## config.mk

```make
export PLATFORM = sky130hd
export DESIGN_NAME = queued_led_blink_sequencer
export DESIGN_NICKNAME = d
export VERILOG_FILES = /design/src/rtl/core/qlbs_pkg.sv /design/src/rtl/core/qlbs_ram.sv /design/src/rtl/core/qlbs_front.sv /design/src/rtl/core/qlbs_cmd_queue.sv /design/src/rtl/core/qlbs_back.sv /design/src/rtl/core/queued_led_blink_sequencer.sv
export SDC_FILE = /design/constraint.sdc
export NUM_CORES = 1
export LEC_CHECK = 0
export ABC_CLOCK_PERIOD_IN_PS = 5800
export BUFFER_PORTS_ARGS = -buffer_cell sky130_fd_sc_hd__buf_2
export CAP_MARGIN = 20
export CORE_ASPECT_RATIO = 1.25
export CORE_MARGIN = 10
export CORE_UTILIZATION = 56
export DETAILED_ROUTE_END_ITERATION = 6
export PLACE_DENSITY = 0.75
export SLEW_MARGIN = 5
export SYNTH_ARGS = -nofsm -noshare
export SYNTH_HDL_FRONTEND = slang
export SYNTH_HIERARCHICAL = 1
export SYNTH_SLANG_ARGS = --single-unit
```

## constraint.sdc

```tcl
create_clock -name clock -period 5.8 [get_ports clock]
set_input_delay 0 -clock clock [delete_from_list [all_inputs] [get_ports clock]]
set_output_delay 0 -clock clock [all_outputs]
set_load 0.02 [all_outputs]
```

## src/rtl/core/qlbs_pkg.sv

```systemverilog
// Shared types and constants for the queued LED blink sequencer.
// No dependencies; qlbs_front, qlbs_cmd_queue, qlbs_back and the top level use it.
package qlbs_pkg;

   // Default request FIFO depth
   localparam int QUEUE_DEPTH_DEFAULT = 8;

   // Field widths
   localparam int TICK_W  = 16;
   localparam int QCOUNT_W = 4;

   // Item kinds on the request channel
   localparam logic ACTION_ENQUEUE = 1'b0;
   localparam logic ACTION_TICK    = 1'b1;

   // One blink request as held in the FIFO
   typedef struct packed {
      logic [TICK_W-1:0] blink_count;
      logic [TICK_W-1:0] on_ticks;
      logic [TICK_W-1:0] off_ticks;
   } blink_req_type;

   // Classified item passed from front to back
   typedef struct packed {
      logic          is_tick;
      blink_req_type req;
   } cmd_type;

   // One result item
   typedef struct packed {
      logic                led_lit;
      logic                sequencer_busy;
      logic [QCOUNT_W-1:0] queue_count;
      logic                request_dropped;
   } rsp_type;

endpackage

```

## src/rtl/core/qlbs_ram.sv

```systemverilog
// Generic single-write, single-read RAM with registered read data.
// No dependencies.
module qlbs_ram #(
   parameter int WIDTH = 48,
   parameter int DEPTH = 8
) (
   input  logic                     clock,
   input  logic                     wr_en,
   input  logic [$clog2(DEPTH)-1:0] wr_addr,
   input  logic [WIDTH-1:0]         wr_data,
   input  logic                     rd_en,
   input  logic [$clog2(DEPTH)-1:0] rd_addr,
   output logic [WIDTH-1:0]         rd_data
);

   logic [WIDTH-1:0] mem_ff [DEPTH];
   logic [WIDTH-1:0] rd_data_ff;

   // Write port and registered read port; read data holds when not enabled
   always_ff @(posedge clock) begin
      if (wr_en) begin
         mem_ff[wr_addr] <= wr_data;
      end
      if (rd_en) begin
         rd_data_ff <= mem_ff[rd_addr];
      end
   end

   assign rd_data = rd_data_ff;

endmodule

```

## src/rtl/core/qlbs_front.sv

```systemverilog
// Front stage: accepts request items, classifies them and registers them.
// Depends on qlbs_pkg.
module qlbs_front (
   input  logic                            clock,
   input  logic                            reset,
   input  logic                            req_valid,
   output logic                            req_stall,
   input  logic                            req_action,
   input  logic [qlbs_pkg::TICK_W-1:0]     req_blink_count,
   input  logic [qlbs_pkg::TICK_W-1:0]     req_on_ticks,
   input  logic [qlbs_pkg::TICK_W-1:0]     req_off_ticks,
   output logic                            cmd_valid,
   input  logic                            cmd_ready,
   output qlbs_pkg::cmd_type               cmd
);

   logic              valid_ff;
   logic              valid_in;
   qlbs_pkg::cmd_type cmd_ff;
   qlbs_pkg::cmd_type cmd_in;
   logic              push;
   logic              accept;

   // Stage moves on when the queue takes it
   assign push      = valid_ff && cmd_ready;
   assign req_stall = valid_ff && !cmd_ready;
   assign accept    = req_valid && !req_stall;

   // Classify the incoming transfer
   always_comb begin
      cmd_in                 = cmd_ff;
      valid_in               = push ? 1'b0 : valid_ff;
      if (accept) begin
         cmd_in.is_tick         = (req_action == qlbs_pkg::ACTION_TICK);
         cmd_in.req.blink_count = req_blink_count;
         cmd_in.req.on_ticks    = req_on_ticks;
         cmd_in.req.off_ticks   = req_off_ticks;
         valid_in               = 1'b1;
      end
   end

   always_ff @(posedge clock) begin
      if (reset) begin
         valid_ff <= 1'b0;
      end else begin
         valid_ff <= valid_in;
      end
      cmd_ff <= cmd_in;
   end

   assign cmd_valid = valid_ff;
   assign cmd       = cmd_ff;

endmodule

```

## src/rtl/core/qlbs_cmd_queue.sv

```systemverilog
// Two-entry queue of classified items between front and back.
// Depends on qlbs_pkg.
module qlbs_cmd_queue (
   input  logic              clock,
   input  logic              reset,
   input  logic              in_valid,
   output logic              in_ready,
   input  qlbs_pkg::cmd_type in_cmd,
   output logic              out_valid,
   input  logic              out_take,
   output qlbs_pkg::cmd_type out_cmd
);

   qlbs_pkg::cmd_type slot_ff [2];
   logic              wr_ptr_ff;
   logic              wr_ptr_in;
   logic              rd_ptr_ff;
   logic              rd_ptr_in;
   logic [1:0]        count_ff;
   logic [1:0]        count_in;
   logic              push;
   logic              pop;

   assign in_ready  = (count_ff != 2'd2);
   assign out_valid = (count_ff != 2'd0);
   assign push      = in_valid && in_ready;
   assign pop       = out_valid && out_take;
   assign out_cmd   = slot_ff[rd_ptr_ff];

   // Pointer and occupancy update
   always_comb begin
      wr_ptr_in = push ? ~wr_ptr_ff : wr_ptr_ff;
      rd_ptr_in = pop ? ~rd_ptr_ff : rd_ptr_ff;
      count_in  = count_ff + {1'b0, push} - {1'b0, pop};
   end

   always_ff @(posedge clock) begin
      if (reset) begin
         wr_ptr_ff <= 1'b0;
         rd_ptr_ff <= 1'b0;
         count_ff  <= 2'd0;
      end else begin
         wr_ptr_ff <= wr_ptr_in;
         rd_ptr_ff <= rd_ptr_in;
         count_ff  <= count_in;
      end
      if (push) begin
         slot_ff[wr_ptr_ff] <= in_cmd;
      end
   end

endmodule

```

## src/rtl/core/qlbs_back.sv

```systemverilog
// Back stage: request FIFO control, blink engine and result register.
// Depends on qlbs_pkg and qlbs_ram.
module qlbs_back #(
   parameter int QUEUE_DEPTH = qlbs_pkg::QUEUE_DEPTH_DEFAULT
) (
   input  logic              clock,
   input  logic              reset,
   input  logic              cmd_valid,
   output logic              cmd_take,
   input  qlbs_pkg::cmd_type cmd,
   output logic              rsp_valid,
   input  logic              rsp_stall,
   output qlbs_pkg::rsp_type rsp
);

   localparam int PTR_W = $clog2(QUEUE_DEPTH);
   localparam int CNT_W = $clog2(QUEUE_DEPTH + 1);
   localparam int CNT_X = (CNT_W > qlbs_pkg::QCOUNT_W) ? CNT_W : qlbs_pkg::QCOUNT_W;
   localparam int TW    = qlbs_pkg::TICK_W;

   logic [PTR_W-1:0]        rd_ptr_ff, rd_ptr_in;
   logic [PTR_W-1:0]        wr_ptr_ff, wr_ptr_in;
   logic [CNT_W-1:0]        count_ff, count_in;
   logic                    busy_ff, busy_in;
   logic [TW-1:0]           rep_ff, rep_in;
   logic [TW-1:0]           lit_ff, lit_in;
   logic [TW-1:0]           dark_ff, dark_in;
   logic                    led_ff, led_in;
   logic                    rsp_valid_ff, rsp_valid_in;
   qlbs_pkg::rsp_type       rsp_ff, rsp_in;

   logic                    ram_wr_en;
   logic                    ram_rd_en;
   logic [$bits(qlbs_pkg::blink_req_type)-1:0] ram_rd_data;
   qlbs_pkg::blink_req_type act;
   logic [CNT_X-1:0]        count_x;
   logic                    full;
   logic                    dropped;

   function automatic logic [PTR_W-1:0] next_slot(input logic [PTR_W-1:0] p);
      next_slot = (p == PTR_W'(QUEUE_DEPTH - 1)) ? '0 : p + 1'b1;
   endfunction

   // Request store; read data stays as the active request after a pop
   qlbs_ram #(
      .WIDTH ($bits(qlbs_pkg::blink_req_type)),
      .DEPTH (QUEUE_DEPTH)
   ) u_store (
      .clock   (clock),
      .wr_en   (ram_wr_en),
      .wr_addr (wr_ptr_ff),
      .wr_data (cmd.req),
      .rd_en   (ram_rd_en),
      .rd_addr (rd_ptr_ff),
      .rd_data (ram_rd_data)
   );

   assign act      = qlbs_pkg::blink_req_type'(ram_rd_data);
   assign full     = (count_ff == CNT_W'(QUEUE_DEPTH));
   assign cmd_take = cmd_valid && (!rsp_valid_ff || !rsp_stall);

   // Execute one item per transfer
   always_comb begin
      logic [TW-1:0] lit_after;
      logic [TW-1:0] dark_after;
      logic          dark_step;

      rd_ptr_in = rd_ptr_ff;
      wr_ptr_in = wr_ptr_ff;
      count_in  = count_ff;
      busy_in   = busy_ff;
      rep_in    = rep_ff;
      lit_in    = lit_ff;
      dark_in   = dark_ff;
      led_in    = led_ff;
      ram_wr_en = 1'b0;
      ram_rd_en = 1'b0;
      dropped   = 1'b0;

      // Lit phase, then dark phase, then repeat bookkeeping
      lit_after  = (lit_ff < act.on_ticks) ? lit_ff + 1'b1 : lit_ff;
      dark_step  = (lit_after >= act.on_ticks) && (dark_ff < act.off_ticks);
      dark_after = dark_step ? dark_ff + 1'b1 : dark_ff;

      if (cmd_take) begin
         if (!cmd.is_tick) begin
            if (full) begin
               dropped = 1'b1;
            end else begin
               ram_wr_en = 1'b1;
               wr_ptr_in = next_slot(wr_ptr_ff);
               count_in  = count_ff + 1'b1;
            end
         end else if (!busy_ff) begin
            if (count_ff != '0) begin
               ram_rd_en = 1'b1;
               rd_ptr_in = next_slot(rd_ptr_ff);
               count_in  = count_ff - 1'b1;
               busy_in   = 1'b1;
               rep_in    = '0;
               lit_in    = '0;
               dark_in   = '0;
            end
         end else if (rep_ff < act.blink_count) begin
            if (lit_ff < act.on_ticks) begin
               led_in = 1'b1;
            end
            if (dark_step) begin
               led_in = 1'b0;
            end
            if ((dark_after >= act.off_ticks) && (lit_after >= act.on_ticks)) begin
               rep_in  = rep_ff + 1'b1;
               lit_in  = '0;
               dark_in = '0;
            end else begin
               lit_in  = lit_after;
               dark_in = dark_after;
            end
         end else begin
            busy_in = 1'b0;
         end
      end
   end

   // Result register: loads on a transfer, holds while stalled
   assign count_x      = CNT_X'(count_in);
   assign rsp_valid_in = cmd_take || (rsp_valid_ff && rsp_stall);

   always_comb begin
      rsp_in = rsp_ff;
      if (cmd_take) begin
         rsp_in.led_lit         = led_in;
         rsp_in.sequencer_busy  = busy_in;
         rsp_in.queue_count     = count_x[qlbs_pkg::QCOUNT_W-1:0];
         rsp_in.request_dropped = dropped;
      end
   end

   always_ff @(posedge clock) begin
      if (reset) begin
         rd_ptr_ff    <= '0;
         wr_ptr_ff    <= '0;
         count_ff     <= '0;
         busy_ff      <= 1'b0;
         rep_ff       <= '0;
         lit_ff       <= '0;
         dark_ff      <= '0;
         led_ff       <= 1'b0;
         rsp_valid_ff <= 1'b0;
      end else begin
         rd_ptr_ff    <= rd_ptr_in;
         wr_ptr_ff    <= wr_ptr_in;
         count_ff     <= count_in;
         busy_ff      <= busy_in;
         rep_ff       <= rep_in;
         lit_ff       <= lit_in;
         dark_ff      <= dark_in;
         led_ff       <= led_in;
         rsp_valid_ff <= rsp_valid_in;
      end
      rsp_ff <= rsp_in;
   end

   assign rsp_valid = rsp_valid_ff;
   assign rsp       = rsp_ff;

endmodule

```

## src/rtl/core/queued_led_blink_sequencer.sv

```systemverilog
// Queued LED blink sequencer: top level.
// Depends on qlbs_pkg, qlbs_front, qlbs_cmd_queue, qlbs_back and qlbs_ram.
//
// Usage:
//   The req_ channel carries one item per transfer: req_action selects an
//   enqueue of a blink request (blink_count, on_ticks, off_ticks) or one
//   timing tick. Every item yields exactly one result on the rsp_ channel:
//   LED level, busy flag, requests waiting and a drop flag for an enqueue
//   refused because the request FIFO was full.
//   A transfer happens on a rising edge with valid high and stall low.
//   Path: a transferred item passes the front register, then the item queue,
//   then the result register in the back stage.
//   Throughput: one item per cycle while rsp_stall is low; every item is a single
//   back-stage pass with at most one request-store access and a few 16-bit compares.
//   When rsp_stall is high the result register holds; the two-entry item
//   queue and the front register absorb items, then req_stall rises.
//   Reset (synchronous, active high) empties the FIFO and item queue, clears
//   the counters and darkens the LED. The request store itself is not
//   cleared; only written entries are ever read.
module queued_led_blink_sequencer #(
   parameter int QUEUE_DEPTH = qlbs_pkg::QUEUE_DEPTH_DEFAULT
) (
   input  logic                              clock,
   input  logic                              reset,
   input  logic                              req_valid,
   output logic                              req_stall,
   input  logic                              req_action,
   input  logic [qlbs_pkg::TICK_W-1:0]       req_blink_count,
   input  logic [qlbs_pkg::TICK_W-1:0]       req_on_ticks,
   input  logic [qlbs_pkg::TICK_W-1:0]       req_off_ticks,
   output logic                              rsp_valid,
   input  logic                              rsp_stall,
   output logic                              rsp_led_lit,
   output logic                              rsp_sequencer_busy,
   output logic [qlbs_pkg::QCOUNT_W-1:0]     rsp_queue_count,
   output logic                              rsp_request_dropped
);

   logic              front_valid;
   logic              front_ready;
   qlbs_pkg::cmd_type front_cmd;
   logic              queue_valid;
   logic              queue_take;
   qlbs_pkg::cmd_type queue_cmd;
   qlbs_pkg::rsp_type rsp;

   qlbs_front u_front (
      .clock           (clock),
      .reset           (reset),
      .req_valid       (req_valid),
      .req_stall       (req_stall),
      .req_action      (req_action),
      .req_blink_count (req_blink_count),
      .req_on_ticks    (req_on_ticks),
      .req_off_ticks   (req_off_ticks),
      .cmd_valid       (front_valid),
      .cmd_ready       (front_ready),
      .cmd             (front_cmd)
   );

   qlbs_cmd_queue u_queue (
      .clock     (clock),
      .reset     (reset),
      .in_valid  (front_valid),
      .in_ready  (front_ready),
      .in_cmd    (front_cmd),
      .out_valid (queue_valid),
      .out_take  (queue_take),
      .out_cmd   (queue_cmd)
   );

   qlbs_back #(
      .QUEUE_DEPTH (QUEUE_DEPTH)
   ) u_back (
      .clock     (clock),
      .reset     (reset),
      .cmd_valid (queue_valid),
      .cmd_take  (queue_take),
      .cmd       (queue_cmd),
      .rsp_valid (rsp_valid),
      .rsp_stall (rsp_stall),
      .rsp       (rsp)
   );

   assign rsp_led_lit         = rsp.led_lit;
   assign rsp_sequencer_busy  = rsp.sequencer_busy;
   assign rsp_queue_count     = rsp.queue_count;
   assign rsp_request_dropped = rsp.request_dropped;

endmodule
```

==> run_results.csv, run 1 <==
group,metric,value,unit
outcome,status,"complete, but fails checks",
outcome,violations,"negative setup slack",
die,die_h,266.1,microns
power_and_ir_drop,p_clk_frac,0.355,
worst_setup_path,rr_startpoint,"u_back/u_store/rd_data[18]",
worst_setup_path,cpPeakStageDelay,0.37,ns
grt,grt_pass1_wl,85.90,mm
synthesis,synth_seq_cells,653,
worst_setup_path,worst-path-buf-inv,8,
power_and_ir_drop,power_frac_comb,0.130,
clock_network,clk_pin_slew,0.07,ns
die,die_w,216.9,microns
worst_setup_path,r2r_end,"u_back/dark_ff[2]",
synthesis,yosysSeqAreaShare,0.6978,
synthesis,synth.cell_area,0.02714,sq mm
grt,antenna_found_initial,0,
sta,setup_viol,28,
clock_network,clkLatencyLatePin,0.63,ns
worst_setup_path,slowest_stage,"edfxtp_1",
power_and_ir_drop,seqPwrFrac,0.515,
worst_setup_path,critPathKind,"flip-flop to flip-flop",
detailed_routing,final_antenna_net_count,0,
placed_design,hpwl,31.34,mm
flow_run,max_cap_viol_count,0,
detailed_routing,wl_per_cell,22.65,microns
power_and_ir_drop,peakVddDrop,0.0002854,V
clock_network,cts_buffer_depth,3,
synthesis,synth-edff-count,586,
worst_setup_path,ff2ff_setup_slack,-0.1,ns
sta,rsz0062_at_grt,"true",
worst_hold_path,hold_start,"req_blink_count[6]",
layout,stdcell_count,2452,
layout,drive_above_1_share,0.2926,
worst_setup_path,cp-start-kind,"flip-flop",
detailed_routing,drtPass1Iterations,7,
die,core_area,0.04808,sq mm
clock_network,cts_sinks,653,
sta,final.min_clock_period,5.897,ns
sta,finalWorstSetupSlack,-0.09678,ns
die,initial_core_util,0.5645,
clock_network,h-tree-depth,2,
worst_hold_path,hold_end,"u_front/cmd[38]",
synthesis,yosysWarnings,6,
clock_network,numCtsBuffers,58,
worst_setup_path,worstPathArrival,6.44,ns
grt,grt.total_usage,0.1918,
layout,fillers,3123,
synthesis,synth.most_common_cell,"edfxtp_1",
synthesis,synth-async-reset-ratio,0,
power_and_ir_drop,netSwitchingFraction,0.2340,
synthesis,synthTopCellsByCount,"586 x edfxtp_1, 93 x mux4_2, 88 x ha_1",
layout,n_antenna_cell,0,
placed_design,place_inst,2274,
worst_setup_path,path_delay_family,"compound AO/OA/AOI/OAI gates",
synthesis,synth_largest_area_cell,"edfxtp_1",
worst_hold_path,hold_class,"input port to flip-flop",
grt,grt.overflow.total,0,
detailed_routing,drt_iter0_drc,976,
synthesis,synth_cell_type_count,76,
synthesis,synth_top_area_frac,0.6483,
layout,multi_input_area,0.008020,sq mm
power_and_ir_drop,p_int,8.725,mW
synthesis,ys.flop_type,"edfxtp_1",
clock_network,cts-root-buf,"clkbuf_16",
synthesis,synth_top_cells_by_area,"edfxtp_1 65%, mux4_2 7.7%, dfxtp_1 4.9%",
layout,finalNetCount,1902,
sta,fmax,169.6,MHz
detailed_routing,vias,14448,
worst_hold_path,whs_path_depth,2,
clock_network,tritoncts,"built",
sta,slew_headroom,0.3511,
grt,grt_max_degree,62,
synthesis,syn_inst,1549,
sta,finalClockSkew,0.02088,ns
synthesis,syn_avg_cell_area,17.52,sq um
detailed_routing,routed_via_density,5.892,
layout,area_delta_synth_final,17.20,%
worst_setup_path,worst-path-max-fanout,5,
power_and_ir_drop,p_sw,2.665,mW
worst_setup_path,crit_required,6.34,ns
grt,grt_pass1_vias,15021,
die,io-pin-count,62,
placed_design,place_congestion,0.9125,
detailed_routing,totalWireLength,55.55,mm
placed_design,pre_cts_ws,-0.2081,ns
layout,final-seq-area,0.01895,sq mm
worst_setup_path,reg2regPathDepth,30,
sta,report.final.slew_viol_count,0,
sta,whs,0.06741,ns
power_and_ir_drop,total_power,11.39,mW
power_and_ir_drop,leakagePower,11.02,nW
detailed_routing,remaining_drc_errors,0,
die,die_area,0.05773,sq mm
placed_design,port_buffers,61,
power_and_ir_drop,power.density,358.1,mW/mm^2
sta,hold_viol_final,0,
sta,tightest_slew,0.9734,ns
worst_setup_path,endpoint_kind,"flip-flop",
synthesis,syn-num-nets,1690,
die,rows,90,
sta,post-route-period-util,1.017,
-- cells in the final DEF, fill, tap and decap left out, types with 13 or more instances in the layout --
master         Yosys  layout
nand2b_1          14      13
a31oi_1           25      25
mux2_2            49      48
a21oi_1           51      39
dlygate4sd3_1      0      54
nor2_1            42      32
clkbuf_16          0      61
buf_2             29      61
nand2_1           63      57
o21ai_0           30      25
inv_1             64      58
mux4_2            93      93
xnor2_1           20      17
buf_4              3      84
ha_1              88      84
or4_1             16      16
edfxtp_1         586     586
dfxtp_1           67      63
nand3_1           29      24
mux2_4            50      51
and3_1            15      14
-- power groups by stage --
stage / clock [mW] / sequential (mW) / combinational (mW)
2_1_floorplan: 0 / 5.94 / 1.04
4_1_cts: 4.12 / 5.87 / 1.48
3_5_place_dp: 0 / 5.96 / 1.43
6_report: 4.05 / 5.86 / 1.48
5_1_grt: 4.29 / 5.90 / 1.61
3_3_place_gp: 0 / 5.94 / 1.38
-- what timing repair did --
action                                  CTS  global route
hold endpoints to repair                 67             0
pin swaps                                23            48
gates cloned                              3             2
buffers inserted                         10             4
gates resized for setup                  33            57
endpoints found under the setup margin   47            48
hold buffers                             54             0
-- cells by family (layout without fill, tap and decap cells) --
group | after synthesis | after routing | synth area share
simple gates | 250 | 250 | 0.04868
xor+xnor | 32 | 32 | 0.01033
flops | 653 | 653 | 0.6978
fa+ha+maj | 88 | 88 | 0.04057
compound gates | 197 | 197 | 0.04891
buf+inv | 129 | 388 | 0.02383
mux | 200 | 200 | 0.1299
-- registers in the layout (all words and copies together) (netlist names), 2 cells and up, named ones only --
signal	count
u_back/u_store/rd_data	48
u_back/rep_ff	16
u_back/rd_ptr_ff	3
u_back/lit_ff	16
u_back/count_ff	4
u_front/cmd	49
u_queue/slot_ff	98
u_queue/count_ff	2
u_back/rsp	7
u_back/dark_ff	16
u_back/u_store/mem_ff	384
u_back/wr_ptr_ff	3
-- worst max-delay path by stage --
stage / from / endpoint / depth (start not counted)
4_1_cts: u_back/u_store/rd_data[18] / u_back/lit_ff[15] / 28
6_report: u_back/u_store/rd_data[18] / u_back/dark_ff[2] / 30
3_5_place_dp: u_back/u_store/rd_data[18] / u_back/lit_ff[10] / 25
3_3_place_gp: u_back/u_store/rd_data[18] / u_back/lit_ff[4] / 25
5_1_grt: u_back/u_store/rd_data[18] / u_back/lit_ff[12] / 31
2_1_floorplan: u_back/u_store/rd_data[18] / u_back/dark_ff[13] / 26
-- per-stage QoR --
| step | util | TNS [ns] | cell area [sq um] |
|---|---|---|---|
| after global routing | 0.6615 | -15.21 | 31810 |
| after CTS | 0.6555 | -0.3696 | 31520 |
| after detailed placement | 0.5955 | -4.065 | 28630 |
| after global placement | 0.5955 | -0.7839 | 28630 |
| after floorplan | - | 0 | 27190 |
| final | 0.6615 | -1.567 | 31810 |
-- layout make-up --
type / count / share of cell area
clock buffer: 71 / 0.04815
clock inverter: 36 / 0.01589
inverter: 65 / 0.007670
multi-input combinational: 767 / 0.2521
sequential: 653 / 0.5957
tap: 644 / 0.02533
timing repair buffer: 216 / 0.05515
-- routing by layer --
metal	global-route usage	routed length (microns)	up-vias	part of all wire
li1	-	-	6575	-
met1	0.2397	22140	7279	0.40
met2	0.3351	28690	486	0.52
met3	0.02805	2986	108	0.054
met4	0.06774	1729	0	0.031
met5	0	0	-	0
(Power assumes the default switching activity.)
==> run 2: changes to the inputs <==
==> constraint.sdc (replaced) <==
create_clock -name clock -period 5.8 [get_ports clock]
set_input_delay 0.58 -clock clock [delete_from_list [all_inputs] [get_ports clock]]
set_output_delay 0.58 -clock clock [all_outputs]
set_load 0.02 [all_outputs]
==> run 2 against run 1 <==
  * The run still ends with negative setup slack left
  * Clock skew down 0.0044 ns
  * Register-to-register slack lost 0.17 ns
  * Die area unchanged
  * Wire length fell by 3.4%
  * Count of clock-buffer cells in the layout shrank 5
  * Sequential cell count unchanged
  * First-iteration DRC count increased by 8.2%
  * Maximum frequency shrank 2.8%
  * Worst setup slack worse by 0.17 ns
  * Sequential power about the same
  * Largest cell class unchanged
  * Highest routed layer unchanged
==> run_results.csv, run 2 (synthesized netlist as in run 1, its figures left out) <==
group,metric,value,unit
grt,grt_pass1_vias,14616,
worst_setup_path,cpPeakStageDelay,0.41,ns
detailed_routing,drt_iter0_drc,1056,
worst_setup_path,slowest_stage,"a2111o_1",
detailed_routing,final_antenna_net_count,0,
layout,utilization,0.6512,
sta,tightest_slew,0.9743,ns
worst_setup_path,cp-start-kind,"flip-flop",
sta,hold_viol_final,0,
die,die_h,266.1,microns
worst_hold_path,hold_class,"input port to flip-flop",
layout,largest_register_ffs,384,
clock_network,tritoncts,"built",
placed_design,hpwl,31.26,mm
power_and_ir_drop,total_power,11.34,mW
detailed_routing,routed_via_density,5.891,
detailed_routing,remaining_drc_errors,0,
outcome,violations,"negative setup slack",
layout,drive_above_1_share,0.3063,
layout,finalNetCount,1856,
layout,n_antenna_cell,0,
detailed_routing,totalWireLength,53.67,mm
sta,report.final.slew_viol_count,0,
clock_network,ctsHoldBuffers,0,
power_and_ir_drop,leakagePower,10.84,nW
clock_network,h-tree-depth,2,
worst_setup_path,path_delay_family,"compound AO/OA/AOI/OAI gates",
die,core_area,0.04808,sq mm
detailed_routing,wl_per_cell,22.30,microns
die,die_area,0.05773,sq mm
layout,largest-register,"u_back/u_store/mem_ff",
sta,fmax,164.9,MHz
worst_setup_path,critPathKind,"flip-flop to flip-flop",
sta,setup_viol,45,
grt,grt_max_degree,55,
clock_network,cts_sinks,653,
worst_setup_path,crit_required,6.34,ns
grt,grt_pass1_wl,83.56,mm
sta,setup_tns,-7.269,ns
worst_setup_path,worstPathArrival,6.61,ns
grt,grt.overflow.total,0,
sta,slew_headroom,0.3505,
sta,final.min_clock_period,6.066,ns
die,rows,90,
power_and_ir_drop,power.density,362.1,mW/mm^2
placed_design,pre_cts_ws,-0.3068,ns
detailed_routing,vias,14179,
grt,grt.total_usage,0.1854,
layout,fillers,3219,
sta,post-route-period-util,1.046,
flow_run,max_cap_viol_count,0,
clock_network,cts_buffer_depth,3,
detailed_routing,drtPass1Iterations,6,
layout,final_cell_mix,"586 x edfxtp_1, 93 x mux4_2, 90 x buf_4",
die,initial_core_util,0.5645,
power_and_ir_drop,peakVddDrop,0.0004170,V
sta,rsz0062_at_grt,"true",
die,io-pin-count,62,
worst_setup_path,worst-path-max-fanout,13,
die,die_w,216.9,microns
layout,layout_commonest_cell,"edfxtp_1",
worst_setup_path,timing.critical_path.mode_cell,"buf_4",
worst_setup_path,endpoint_kind,"flip-flop",
grt,antenna_found_initial,0,
placed_design,port_buffers,61,
sta,finalWorstSetupSlack,-0.2661,ns
outcome,status,"complete, but fails checks",
placed_design,place_congestion,0.8871,
worst_setup_path,worst-path-buf-inv,8,
placed_design,place_inst,2277,
clock_network,clkLatencyLatePin,0.61,ns
sta,finalClockSkew,0.01648,ns
clock_network,numCtsBuffers,58,
clock_network,cts-root-buf,"clkbuf_16",
layout,area_delta_synth_final,15.36,%
clock_network,clk_pin_slew,0.07,ns
layout,stdcell_count,2407,
-- run 2: changes by cell type in the layout (fill, tap and decap cells not counted), sizes merged --
cell	before	now
clkbuf	73	68
dlygate4sd3	54	0
buf	160	167
bufbuf	0	1
clkinvlp	3	4
clkinv	21	26
-- run 2: worst register-to-register path: cells and delay by family, from the launching register on --
family	cells	cell delay (ns)
AOI/OAI and AO/OA	12	2.64
xor gates and xnor gates	1	0.17
adders and majority gates	3	0.69
buffers and inverters	8	1.10
DFF	1	0.38
muxes	1	0.35
and+or+nand+nor	4	0.67
-- run 2: path summary, 6_finish.rpt --
kind / end / from / slack [ns] / depth (start not counted)
worst min-delay path: u_front/cmd[38] / req_blink_count[6] / 0.14 / 1
worst min register to register: u_queue/slot_ff[1][20] / u_front/cmd[20] / 0.44 / 0
worst max register to register: u_back/dark_ff[10] / u_back/u_store/rd_data[18] / -0.27 / 29
worst max-delay path: u_back/dark_ff[10] / u_back/u_store/rd_data[18] / -0.27 / 29
-- run 2: what timing repair did --
item | 4_1_cts | 5_1_grt
setup buffers | 4 | 13
gates cloned | 2 | 2
endpoints found under the setup margin | 48 | 48
pin swaps | 20 | 35
resized for setup | 29 | 58
-- run 2: metal layers --
layer  vias up  track usage  share of wire
met5         -            0              0
met4         0      0.05393          0.023
met3        76      0.02521          0.048
met2       380       0.3221           0.52
met1      7231       0.2392           0.41
li1       6492            -              -
-- run 2: per-stage QoR --
stage                     hold WS (ns)  instance area, sq um
after CTS                       0.1078                 30890
after global placement          0.4219                 28650
after floorplan                 0.4215                 27190
final                           0.1396                 31310
after detailed placement        0.4290                 28650
after global routing            0.1140                 31310
-- run 2: layout make-up --
cell class,count,area [sq um],share of cell area
clock buffer,66,1503,0.04799
tap,644,805.8,0.02574
timing repair buffer,170,1284,0.04100
multi-input combinational,767,8006,0.2557
sequential,653,18950,0.6052
clock inverter,42,519.2,0.01658
inverter,65,244.0,0.007793
-- run 2: power by group --
part / total [mW] / switching (mW) / internal, mW
sequential: 5.85 / 0.131 / 5.72
clock: 4.00 / 1.65 / 2.35
combinational: 1.48 / 0.859 / 0.619
